**config.mk**
```make
export PLATFORM = sky130hd
export DESIGN_NAME = scheme_number_literal_lexer
export DESIGN_NICKNAME = d
export VERILOG_FILES = /design/src/hdl/snl_pkg.sv /design/src/hdl/scheme_number_literal_lexer.sv
export SDC_FILE = /design/constraint.sdc
export NUM_CORES = 1
export LEC_CHECK = 0
export BUFFER_PORTS_ARGS = -buffer_cell sky130_fd_sc_hd__buf_2
export CAP_MARGIN = 20
export CORE_ASPECT_RATIO = 1.25
export CORE_MARGIN = 2
export CORE_UTILIZATION = 45
export DETAILED_ROUTE_END_ITERATION = 8
export SLEW_MARGIN = 20
export SYNTH_ARGS = -nofsm -noshare
export SYNTH_HDL_FRONTEND = slang
export SYNTH_SLANG_ARGS = --single-unit
```
**constraint.sdc**
```tcl
create_clock -name i_clk -period 7.37 [get_ports i_clk]
set_input_delay 0.3685 -clock i_clk [delete_from_list [all_inputs] [get_ports i_clk]]
set_output_delay 0.3685 -clock i_clk [all_outputs]
set_load 0.02 [all_outputs]
```
**src/hdl/snl_pkg.sv**
```systemverilog
// types, codes and constants for the number literal lexer
package snl_pkg;

    localparam int unsigned MAX_TOKEN_LEN = 255;

    localparam logic [1:0] STATUS_OK      = 2'd0;
    localparam logic [1:0] STATUS_INVALID = 2'd1;
    localparam logic [1:0] STATUS_DECODE  = 2'd2;

    localparam logic [1:0] RADIX_BIN = 2'd0;
    localparam logic [1:0] RADIX_OCT = 2'd1;
    localparam logic [1:0] RADIX_DEC = 2'd2;
    localparam logic [1:0] RADIX_HEX = 2'd3;

    localparam logic [1:0] EXACT_NONE    = 2'd0;
    localparam logic [1:0] EXACT_EXACT   = 2'd1;
    localparam logic [1:0] EXACT_INEXACT = 2'd2;

    localparam logic [1:0] FORM_REAL  = 2'd0;
    localparam logic [1:0] FORM_RECT  = 2'd1;
    localparam logic [1:0] FORM_POLAR = 2'd2;

    localparam logic [2:0] K_NONE   = 3'd0;
    localparam logic [2:0] K_INT    = 3'd1;
    localparam logic [2:0] K_DEC    = 3'd2;
    localparam logic [2:0] K_RATIO  = 3'd3;
    localparam logic [2:0] K_INF    = 3'd4;
    localparam logic [2:0] K_NAN    = 3'd5;
    localparam logic [2:0] K_BARE_I = 3'd6;

    localparam logic [1:0] SIGN_NONE  = 2'd0;
    localparam logic [1:0] SIGN_PLUS  = 2'd1;
    localparam logic [1:0] SIGN_MINUS = 2'd2;

    localparam logic [1:0] EXP_NONE = 2'd0;
    localparam logic [1:0] EXP_POS  = 2'd1;
    localparam logic [1:0] EXP_NEG  = 2'd2;

    typedef struct packed {
        logic [7:0] character;
        logic       end_of_input;
        logic       bad_sequence;
    } t_in;

    typedef struct packed {
        logic [1:0] status;
        logic [1:0] radix_code;
        logic [1:0] exactness;
        logic [1:0] form;
        logic [2:0] first_kind;
        logic [1:0] first_sign;
        logic [1:0] first_exponent;
        logic [2:0] second_kind;
        logic [1:0] second_sign;
        logic [1:0] second_exponent;
        logic [7:0] token_length;
    } t_out;

    typedef struct packed {
        logic [2:0] kind;
        logic [1:0] sign;
        logic [1:0] expo;
    } t_part;

    // remaining letters of "inf.0" after "i" and of "nan.0" after "n"
    function automatic logic [7:0] word_char(input logic is_inf, input logic [1:0] idx);
        logic [7:0] c;
        case (idx)
            2'd0:    c = is_inf ? "n" : "a";
            2'd1:    c = is_inf ? "f" : "n";
            2'd2:    c = ".";
            default: c = "0";
        endcase
        return c;
    endfunction

endpackage

```
**src/hdl/scheme_number_literal_lexer.sv**
```systemverilog
// Scheme number literal lexer: one character per beat, one descriptor per literal.
// Takes one character beat per clock, back to back, while o_in_ready is high; the parse
// state advances in the same cycle the beat is taken, and the descriptor from the beat that
// ends the literal (a delimiter, end of input, an offending character, the length limit or
// a decode error) is registered into the result register, or into the skid register.
// A two-entry output (result register plus skid register) keeps o_in_ready high while
// one finished result waits; o_in_ready drops only when both entries are occupied.
// After every result the parse state returns to its reset values for the next literal.
module scheme_number_literal_lexer
    import snl_pkg::*;
(
    input  logic i_clk,
    input  logic i_rst_n,
    input  logic i_in_valid,
    output logic o_in_ready,
    input  t_in  i_in_data,
    output logic o_out_valid,
    input  logic i_out_ready,
    output t_out o_out_data
);

    localparam logic [3:0] PH_PREFIX     = 4'd0;
    localparam logic [3:0] PH_HASH       = 4'd1;
    localparam logic [3:0] PH_PART_BEGIN = 4'd2;
    localparam logic [3:0] PH_AFTER_SIGN = 4'd3;
    localparam logic [3:0] PH_I          = 4'd4;
    localparam logic [3:0] PH_WORD       = 4'd5;
    localparam logic [3:0] PH_INT        = 4'd6;
    localparam logic [3:0] PH_POINT_LEAD = 4'd7;
    localparam logic [3:0] PH_FRAC       = 4'd8;
    localparam logic [3:0] PH_EXP_START  = 4'd9;
    localparam logic [3:0] PH_EXP_SIGNED = 4'd10;
    localparam logic [3:0] PH_EXP_DIG    = 4'd11;
    localparam logic [3:0] PH_DEN0       = 4'd12;
    localparam logic [3:0] PH_DEN        = 4'd13;
    localparam logic [3:0] PH_WORD_DONE  = 4'd14;
    localparam logic [3:0] PH_TAIL       = 4'd15;

    logic [3:0] r_phase, n_phase;
    logic [1:0] r_radix, n_radix;
    logic [1:0] r_flags, n_flags;
    logic [1:0] r_exact, n_exact;
    logic [1:0] r_form, n_form;
    t_part      r_first, n_first;
    t_part      r_second, n_second;
    logic [2:0] r_digits, n_digits;
    logic [7:0] r_token_count, n_token_count;

    logic       r_out_valid;
    t_out       r_out;
    logic       r_skid_valid;
    t_out       r_skid;

    logic [7:0] ch, lo;
    logic       chv;
    logic       is_del, is_dig, is_rdig, is_plus, is_minus, is_sign;
    logic [1:0] sign_code;

    t_part      cur, n_cur;
    logic       v_go, v_bad, v_after, v_move, v_sign2;
    logic       res_valid;
    t_out       res;
    logic       accept, take;

    assign accept     = i_in_valid && o_in_ready;
    assign take       = r_out_valid && i_out_ready;
    assign o_in_ready = !r_skid_valid;
    assign o_out_valid = r_out_valid;
    assign o_out_data  = r_out;

    // character classes; end of input matches only the delimiter class
    always_comb begin
        ch  = i_in_data.character;
        chv = !i_in_data.end_of_input;
        lo  = (ch inside {["A":"Z"]}) ? ch + 8'h20 : ch;
        is_del = !chv || (ch inside {8'h20, 8'h09, 8'h0D, 8'h0A, "|", "(", ")", "[", "]",
                                     8'h22, ";"});
        is_dig = chv && (ch inside {["0":"9"]});
        case (r_radix)
            RADIX_BIN: is_rdig = chv && (ch inside {["0":"1"]});
            RADIX_OCT: is_rdig = chv && (ch inside {["0":"7"]});
            RADIX_DEC: is_rdig = is_dig;
            default:   is_rdig = is_dig || (chv && (lo inside {["a":"f"]}));
        endcase
        is_plus   = chv && (ch == "+");
        is_minus  = chv && (ch == "-");
        is_sign   = is_plus || is_minus;
        sign_code = is_plus ? SIGN_PLUS : SIGN_MINUS;
    end

    always_comb begin
        n_phase       = r_phase;
        n_radix       = r_radix;
        n_flags       = r_flags;
        n_exact       = r_exact;
        n_form        = r_form;
        n_digits      = r_digits;
        n_token_count = r_token_count;
        cur           = (r_form != FORM_REAL) ? r_second : r_first;
        n_cur         = cur;
        v_go          = 1'b0;
        v_bad         = 1'b0;
        v_after       = 1'b0;
        v_move        = 1'b0;
        v_sign2       = 1'b0;

        case (r_phase)
            PH_PREFIX, PH_PART_BEGIN: begin
                if (r_phase == PH_PREFIX && chv && ch == "#") begin
                    if (r_flags == 2'b11) begin
                        v_bad = 1'b1;
                    end else begin
                        n_phase = PH_HASH;
                        v_go    = 1'b1;
                    end
                end else if (is_sign) begin
                    n_cur.sign = sign_code;
                    n_phase    = PH_AFTER_SIGN;
                    v_go       = 1'b1;
                end else if (r_radix == RADIX_DEC && chv && ch == ".") begin
                    n_cur.kind = K_DEC;
                    n_phase    = PH_POINT_LEAD;
                    v_go       = 1'b1;
                end else if (is_rdig) begin
                    n_cur.kind = K_INT;
                    n_phase    = PH_INT;
                    v_go       = 1'b1;
                end else begin
                    v_bad = 1'b1;
                end
            end
            PH_HASH: begin
                if (!r_flags[0] && chv && (lo inside {"b", "o", "d", "x"})) begin
                    case (lo)
                        "b":     n_radix = RADIX_BIN;
                        "o":     n_radix = RADIX_OCT;
                        "d":     n_radix = RADIX_DEC;
                        default: n_radix = RADIX_HEX;
                    endcase
                    n_flags[0] = 1'b1;
                    n_phase    = PH_PREFIX;
                    v_go       = 1'b1;
                end else if (!r_flags[1] && chv && (lo inside {"e", "i"})) begin
                    n_exact    = (lo == "e") ? EXACT_EXACT : EXACT_INEXACT;
                    n_flags[1] = 1'b1;
                    n_phase    = PH_PREFIX;
                    v_go       = 1'b1;
                end else begin
                    v_bad = 1'b1;
                end
            end
            PH_AFTER_SIGN: begin
                if (chv && lo == "i") begin
                    n_phase = PH_I;
                    v_go    = 1'b1;
                end else if (chv && lo == "n") begin
                    n_cur.kind = K_NAN;
                    n_digits   = 3'd0;
                    n_phase    = PH_WORD;
                    v_go       = 1'b1;
                end else if (r_radix == RADIX_DEC && chv && ch == ".") begin
                    n_cur.kind = K_DEC;
                    n_phase    = PH_POINT_LEAD;
                    v_go       = 1'b1;
                end else if (is_rdig) begin
                    n_cur.kind = K_INT;
                    n_phase    = PH_INT;
                    v_go       = 1'b1;
                end else begin
                    v_bad = 1'b1;
                end
            end
            PH_I: begin
                if (is_del) begin
                    n_cur.kind = K_BARE_I;
                    v_after    = 1'b1;
                end else if (lo == "n") begin
                    n_cur.kind = K_INF;
                    n_digits   = 3'd1;
                    n_phase    = PH_WORD;
                    v_go       = 1'b1;
                end else begin
                    v_bad = 1'b1;
                end
            end
            PH_WORD: begin
                if (!chv || lo != word_char(cur.kind == K_INF, r_digits[1:0])) begin
                    v_bad = 1'b1;
                end else begin
                    n_digits = r_digits + 3'd1;
                    if (r_digits >= 3'd3) begin
                        n_phase = PH_WORD_DONE;
                    end
                    v_go = 1'b1;
                end
            end
            PH_WORD_DONE: begin
                v_after = 1'b1;
            end
            PH_INT: begin
                if (is_rdig) begin
                    v_go = 1'b1;
                end else if (r_radix == RADIX_DEC && chv && ch == ".") begin
                    n_cur.kind = K_DEC;
                    n_phase    = PH_FRAC;
                    v_go       = 1'b1;
                end else if (r_radix == RADIX_DEC && chv && ch == "e") begin
                    n_cur.expo = EXP_POS;
                    n_phase    = PH_EXP_START;
                    v_go       = 1'b1;
                end else if (chv && ch == "/") begin
                    n_cur.kind = K_RATIO;
                    n_phase    = PH_DEN0;
                    v_go       = 1'b1;
                end else begin
                    v_after = 1'b1;
                end
            end
            PH_POINT_LEAD: begin
                if (is_dig) begin
                    n_phase = PH_FRAC;
                    v_go    = 1'b1;
                end else begin
                    v_bad = 1'b1;
                end
            end
            PH_FRAC: begin
                if (is_dig) begin
                    v_go = 1'b1;
                end else if (chv && ch == "e") begin
                    n_cur.expo = EXP_POS;
                    n_phase    = PH_EXP_START;
                    v_go       = 1'b1;
                end else begin
                    v_after = 1'b1;
                end
            end
            PH_EXP_START: begin
                if (is_sign) begin
                    if (is_minus) begin
                        n_cur.expo = EXP_NEG;
                    end
                    n_phase = PH_EXP_SIGNED;
                    v_go    = 1'b1;
                end else if (is_dig) begin
                    n_phase = PH_EXP_DIG;
                    v_go    = 1'b1;
                end else begin
                    v_bad = 1'b1;
                end
            end
            PH_EXP_SIGNED: begin
                if (is_dig) begin
                    n_phase = PH_EXP_DIG;
                    v_go    = 1'b1;
                end else begin
                    v_bad = 1'b1;
                end
            end
            PH_EXP_DIG: begin
                if (is_dig) begin
                    v_go = 1'b1;
                end else begin
                    v_after = 1'b1;
                end
            end
            PH_DEN0: begin
                if (is_rdig) begin
                    n_phase = PH_DEN;
                    v_go    = 1'b1;
                end else begin
                    v_bad = 1'b1;
                end
            end
            PH_DEN: begin
                if (is_rdig) begin
                    v_go = 1'b1;
                end else begin
                    v_after = 1'b1;
                end
            end
            PH_TAIL: begin
                v_bad = !is_del;
            end
            default: begin
                v_bad = 1'b1;
            end
        endcase

        // end of a part: decide between finishing, a second part, the trailing i or an error
        if (v_after) begin
            if (r_form == FORM_REAL) begin
                if (is_del) begin
                    if (n_cur.kind == K_BARE_I) begin
                        v_move = 1'b1;
                        n_form = FORM_RECT;
                    end
                end else if (n_cur.kind == K_BARE_I) begin
                    v_bad = 1'b1;
                end else if (lo == "i") begin
                    if (n_cur.sign == SIGN_NONE) begin
                        v_bad = 1'b1;
                    end else begin
                        v_move  = 1'b1;
                        n_form  = FORM_RECT;
                        n_phase = PH_TAIL;
                        v_go    = 1'b1;
                    end
                end else if (ch == "@") begin
                    n_form   = FORM_POLAR;
                    n_digits = 3'd0;
                    n_phase  = PH_PART_BEGIN;
                    v_go     = 1'b1;
                end else if (is_sign) begin
                    n_form   = FORM_RECT;
                    n_digits = 3'd0;
                    v_sign2  = 1'b1;
                    n_phase  = PH_AFTER_SIGN;
                    v_go     = 1'b1;
                end else begin
                    v_bad = 1'b1;
                end
            end else if (r_form == FORM_POLAR || n_cur.kind == K_BARE_I) begin
                v_bad = !(is_del && !(r_form == FORM_POLAR && n_cur.kind == K_BARE_I));
            end else if (chv && lo == "i") begin
                n_phase = PH_TAIL;
                v_go    = 1'b1;
            end else begin
                v_bad = 1'b1;
            end
        end

        if (r_form != FORM_REAL) begin
            n_first  = r_first;
            n_second = n_cur;
        end else begin
            n_first  = n_cur;
            n_second = r_second;
        end
        if (v_move) begin
            n_second = n_first;
            n_first  = '0;
        end
        if (v_sign2) begin
            n_second.sign = sign_code;
        end

        // decode error wins; length limit applies to every consumed character
        if (i_in_data.bad_sequence) begin
            v_go  = 1'b0;
            v_bad = 1'b0;
        end else if (v_go) begin
            if (32'(r_token_count) >= MAX_TOKEN_LEN) begin
                v_go  = 1'b0;
                v_bad = 1'b1;
            end else if (r_token_count != 8'hFF) begin
                n_token_count = r_token_count + 8'd1;
            end
        end

        res_valid        = !v_go;
        res              = '0;
        res.token_length = r_token_count;
        if (i_in_data.bad_sequence) begin
            res.status = STATUS_DECODE;
        end else if (v_bad) begin
            res.status = STATUS_INVALID;
        end else begin
            res.status          = STATUS_OK;
            res.radix_code      = n_radix;
            res.exactness       = n_exact;
            res.form            = n_form;
            res.first_kind      = n_first.kind;
            res.first_sign      = n_first.sign;
            res.first_exponent  = n_first.expo;
            res.second_kind     = n_second.kind;
            res.second_sign     = n_second.sign;
            res.second_exponent = n_second.expo;
        end
    end

    // parse state
    always_ff @(posedge i_clk) begin
        if (!i_rst_n || (accept && res_valid)) begin
            r_phase       <= PH_PREFIX;
            r_radix       <= RADIX_DEC;
            r_flags       <= 2'b00;
            r_exact       <= EXACT_NONE;
            r_form        <= FORM_REAL;
            r_first       <= '0;
            r_second      <= '0;
            r_digits      <= 3'd0;
            r_token_count <= 8'd0;
        end else if (accept) begin
            r_phase       <= n_phase;
            r_radix       <= n_radix;
            r_flags       <= n_flags;
            r_exact       <= n_exact;
            r_form        <= n_form;
            r_first       <= n_first;
            r_second      <= n_second;
            r_digits      <= n_digits;
            r_token_count <= n_token_count;
        end
    end

    // result register with one skid entry behind it
    always_ff @(posedge i_clk) begin
        if (!i_rst_n) begin
            r_out_valid  <= 1'b0;
            r_skid_valid <= 1'b0;
        end else if (take || !r_out_valid) begin
            if (r_skid_valid) begin
                r_out_valid  <= 1'b1;
                r_skid_valid <= 1'b0;
            end else begin
                r_out_valid <= accept && res_valid;
            end
        end else if (accept && res_valid) begin
            r_skid_valid <= 1'b1;
        end
    end

    always_ff @(posedge i_clk) begin
        if (take || !r_out_valid) begin
            if (r_skid_valid) begin
                r_out <= r_skid;
            end else if (accept && res_valid) begin
                r_out <= res;
            end
        end else if (accept && res_valid) begin
            r_skid <= res;
        end
    end

endmodule

```
==> flow_metrics.tcl <==
set metrics [dict create \
    drt-total-wl_um 21500 \
    clock_latency_ns 0.35 \
    dpl.hpwl_um 16200 \
    placementRows 49 \
    cp-start-kind "primary input" \
    relSlewSlack_pct 32.7 \
    initial_core_util_pct 46.0 \
    clock_path_buffers 2 \
    cts_made_buffers 9 \
    async_flop_share_pct 0 \
    path_cells "buf_2, inv_1, ha_1, o21bai_1, nor3b_1, a31oi_1, a32o_1, a211oi_1, a311o_1, a211o_1, nand2_1, nor2_2, buf_4" \
    fp.coreArea_mm2 0.0144 \
    drv_slew 0 \
    drtPass1Iterations 5 \
    overflow 0 \
    syn_nets 789 \
    ys_seq_elements 99 \
    p_leak_nw 2.63 \
    multi_input_area_mm2 0.00376 \
    final_core_util_pct 50.1 \
    die_h_um 140 \
    syn_inst 767 \
    crit_slowest_cell "a211oi_1" \
    maxCapViolations 0 \
    cts.sinks 99 \
    portBuffers 45 \
    seqPwrFrac_pct 49.8 \
    via_per_inst 6.54 \
    fp.dieW_um 113 \
    drive_above_1_share_pct 14.7 \
    crit_fanout 19 \
    dr_total_vias 6315 \
    cts.reportedPaths.clkPinSlew_ns 0.07 \
    setup_tns_ns 0 \
    ctsResizeCount 0 \
    final_antenna_net_count 0 \
    path_class "in2reg" \
    worstPathRequired_ns 7.39 \
    synth.distinct_cells 77 \
    wl_per_cell_um 22.3 \
    internal_power_uw 880 \
    period_needed_ns 5.22 \
    postCtsHoldBufs 0 \
    hold_class "in2reg" \
    syn_area_mm2 0.00663 \
    setup_viol_count_final 0 \
    status "complete, no violations" \
    combPwrFrac_pct 11.3 \
    drc 0 \
    antenna_found_initial 0 \
    yosysWarnings 0 \
    swShare_pct 27.7 \
    fin_hold_ws_ns 0.321 \
    cpLargestDelayFamily "compound AO/OA/AOI/OAI gates" \
    cts_tree "built" \
    worst_setup_path_end_kind "register" \
    arrival_ns 5.24 \
    regArea_mm2 0.00258 \
    postCtsSetupRepairBufs 0 \
    fill_cells 1371 \
    io_pins 46 \
    gp_congestion 1.03 \
    grt_pass1_vias 5980 \
    cp_num_buf_inv 3 \
    power_mw 1.22 \
    setup_slack_ns 2.15 \
    pre_cts_ws_ns 1.90 \
    clock_power_share_pct 39.0 \
    synth_ff_type "edfxtp_1" \
    fin_worst_skew_ns 0.00931 \
    htreeDepth 3 \
    timing.fmax_mhz 192 \
    synth_edf_count 60 \
    rsz0062_at_grt "false" \
    antenna_cells 0 \
    seq_area_frac_synth_pct 39.0 \
    hold_viol_final 0 \
    nets 804 \
    gr-usage-all-layers_pct 26.6 \
    final.period_utilization_pct 70.8 \
    postSynthAreaPerCell_um2 8.64 \
    vdd_drop_max_mv 0.139 \
    power_density_mw_per_mm2 169 \
    drtIter0Drc 645 \
    grt_pass1_wl_um 33000 \
    die-area_mm2 0.0157 \
    syn_to_final_growth_pct 9.01 \
    root_buffer "clkbuf_16" \
    grt_max_degree 36 \
    cp_slowest_stage_delay_ns 0.72 \
    tightest_slew_ns 1.01 \
    switching_power_uw 338 \
]
[power groups by stage]
stage	clock network [mW]	logic [mW]	registers, mW
6_report	0.475	0.137	0.606
2_1_floorplan	0	0.0820	0.630
4_1_cts	0.485	0.136	0.606
3_3_place_gp	0	0.134	0.618
5_1_grt	0.505	0.146	0.608
3_5_place_dp	0	0.135	0.619
[worst reg2reg max path, cell delays in order, from the launching register on]
cell      delay (ns)
dfxtp_1         0.32
buf_4           0.27
nor2b_1         0.56
nor3b_1         0.79
nand3_1         0.26
and2_1          0.24
o221a_2         0.31
a311o_1         0.31
a211o_1         0.45
nand2_1         0.15
nand2_1         0.59
a311oi_1        0.48
[logic make-up (layout without fill, tap and decap cells)]
group           after synthesis  count (layout)  share of synthesized area [%]
compound gates              206             206                           21.6
xor+xnor                      7               7                          0.925
flops                        99              99                           39.0
fa+ha+maj                     8               8                           1.51
mux                          32              32                           5.29
buf+inv                      68              88                           4.47
simple gates                347             347                           27.3
[sequential cells by signal, indices dropped and copies added, names as in the netlist]
name / cells
r_skid: 30
r_skid_valid: 1
o_out_data: 30
r_first: 7
r_phase: 4
r_digits: 3
r_token_count: 8
r_exact: 2
r_flags: 2
r_radix: 2
o_out_valid: 1
r_second: 7
r_form: 2
[final timing paths]
check                             startpoint     endpoint  slack [ns]  depth (start not counted)
worst min register to register    r_first[2]   r_first[2]        0.49                          2
worst max register to register    r_phase[0]  r_second[6]        2.56                         11
worst min-delay path            i_in_data[0]   r_skid[29]        0.32                          1
worst max-delay path            i_in_data[8]   r_skid[27]        2.15                         13
[layer usage]
layer | routed length, um | GRT usage [%]
met1 | 8380 | 31.0
met2 | 11000 | 47.9
met3 | 1070 | 2.66
met4 | 1040 | 13.7
met5 | 0 | 0
[area by class of cell]
class | count | share of cell area, %
Multi-Input combinational cell | 600 | 52.0
Timing Repair Buffer | 53 | 3.95
Sequential cell | 99 | 35.7
Tap cell | 178 | 3.08
Clock inverter | 7 | 1.13
Inverter | 19 | 0.987
Clock buffer | 9 | 3.12
[through the flow]
stage                     instance area, um2  cells
after floorplan                         6630    767
after global placement                  6920    949
after detailed placement                6920    949
after CTS                               7220    965
after global routing                    7220    965
final                                   7220    965
[synth_stat cells, types with 8 or more instances]
master	number	area share, %
nand2_1	81	4.6
nor2_1	81	4.6
edfxtp_1	60	27
a21oi_1	47	3.5
o21ai_0	40	3.0
dfxtp_1	39	12
clkbuf_1	35	2.0
nor3_1	31	2.3
nand3_1	28	2.1
mux2_2	24	4.1
inv_1	19	1.1
nand2b_1	18	1.7
nor4_1	17	1.6
a211oi_1	10	1.1
and3_1	10	0.94
or3_1	10	0.94
a31oi_1	9	0.85
nor2b_1	9	0.85
o211ai_1	9	1.0
and2_1	8	0.76
ha_1	8	1.5
mux2i_1	8	1.2
nand4_1	8	0.76
or4_1	8	0.91
[placed cells by master, fill, tap and decap left out, types with 9 or more instances in the layout]
| cell | n |
|---|---|
| nand2_1 | 81 |
| nor2_1 | 80 |
| edfxtp_1 | 60 |
| a21oi_1 | 47 |
| buf_2 | 45 |
| o21ai_0 | 40 |
| dfxtp_1 | 39 |
| nor3_1 | 31 |
| nand3_1 | 28 |
| mux2_2 | 24 |
| inv_1 | 19 |
| nand2b_1 | 18 |
| nor4_1 | 17 |
| or3_1 | 10 |
| a211oi_1 | 10 |
| and3_1 | 10 |
| a31oi_1 | 9 |
| o211ai_1 | 9 |
| clkbuf_16 | 9 |
(Power assumes the default switching activity.)
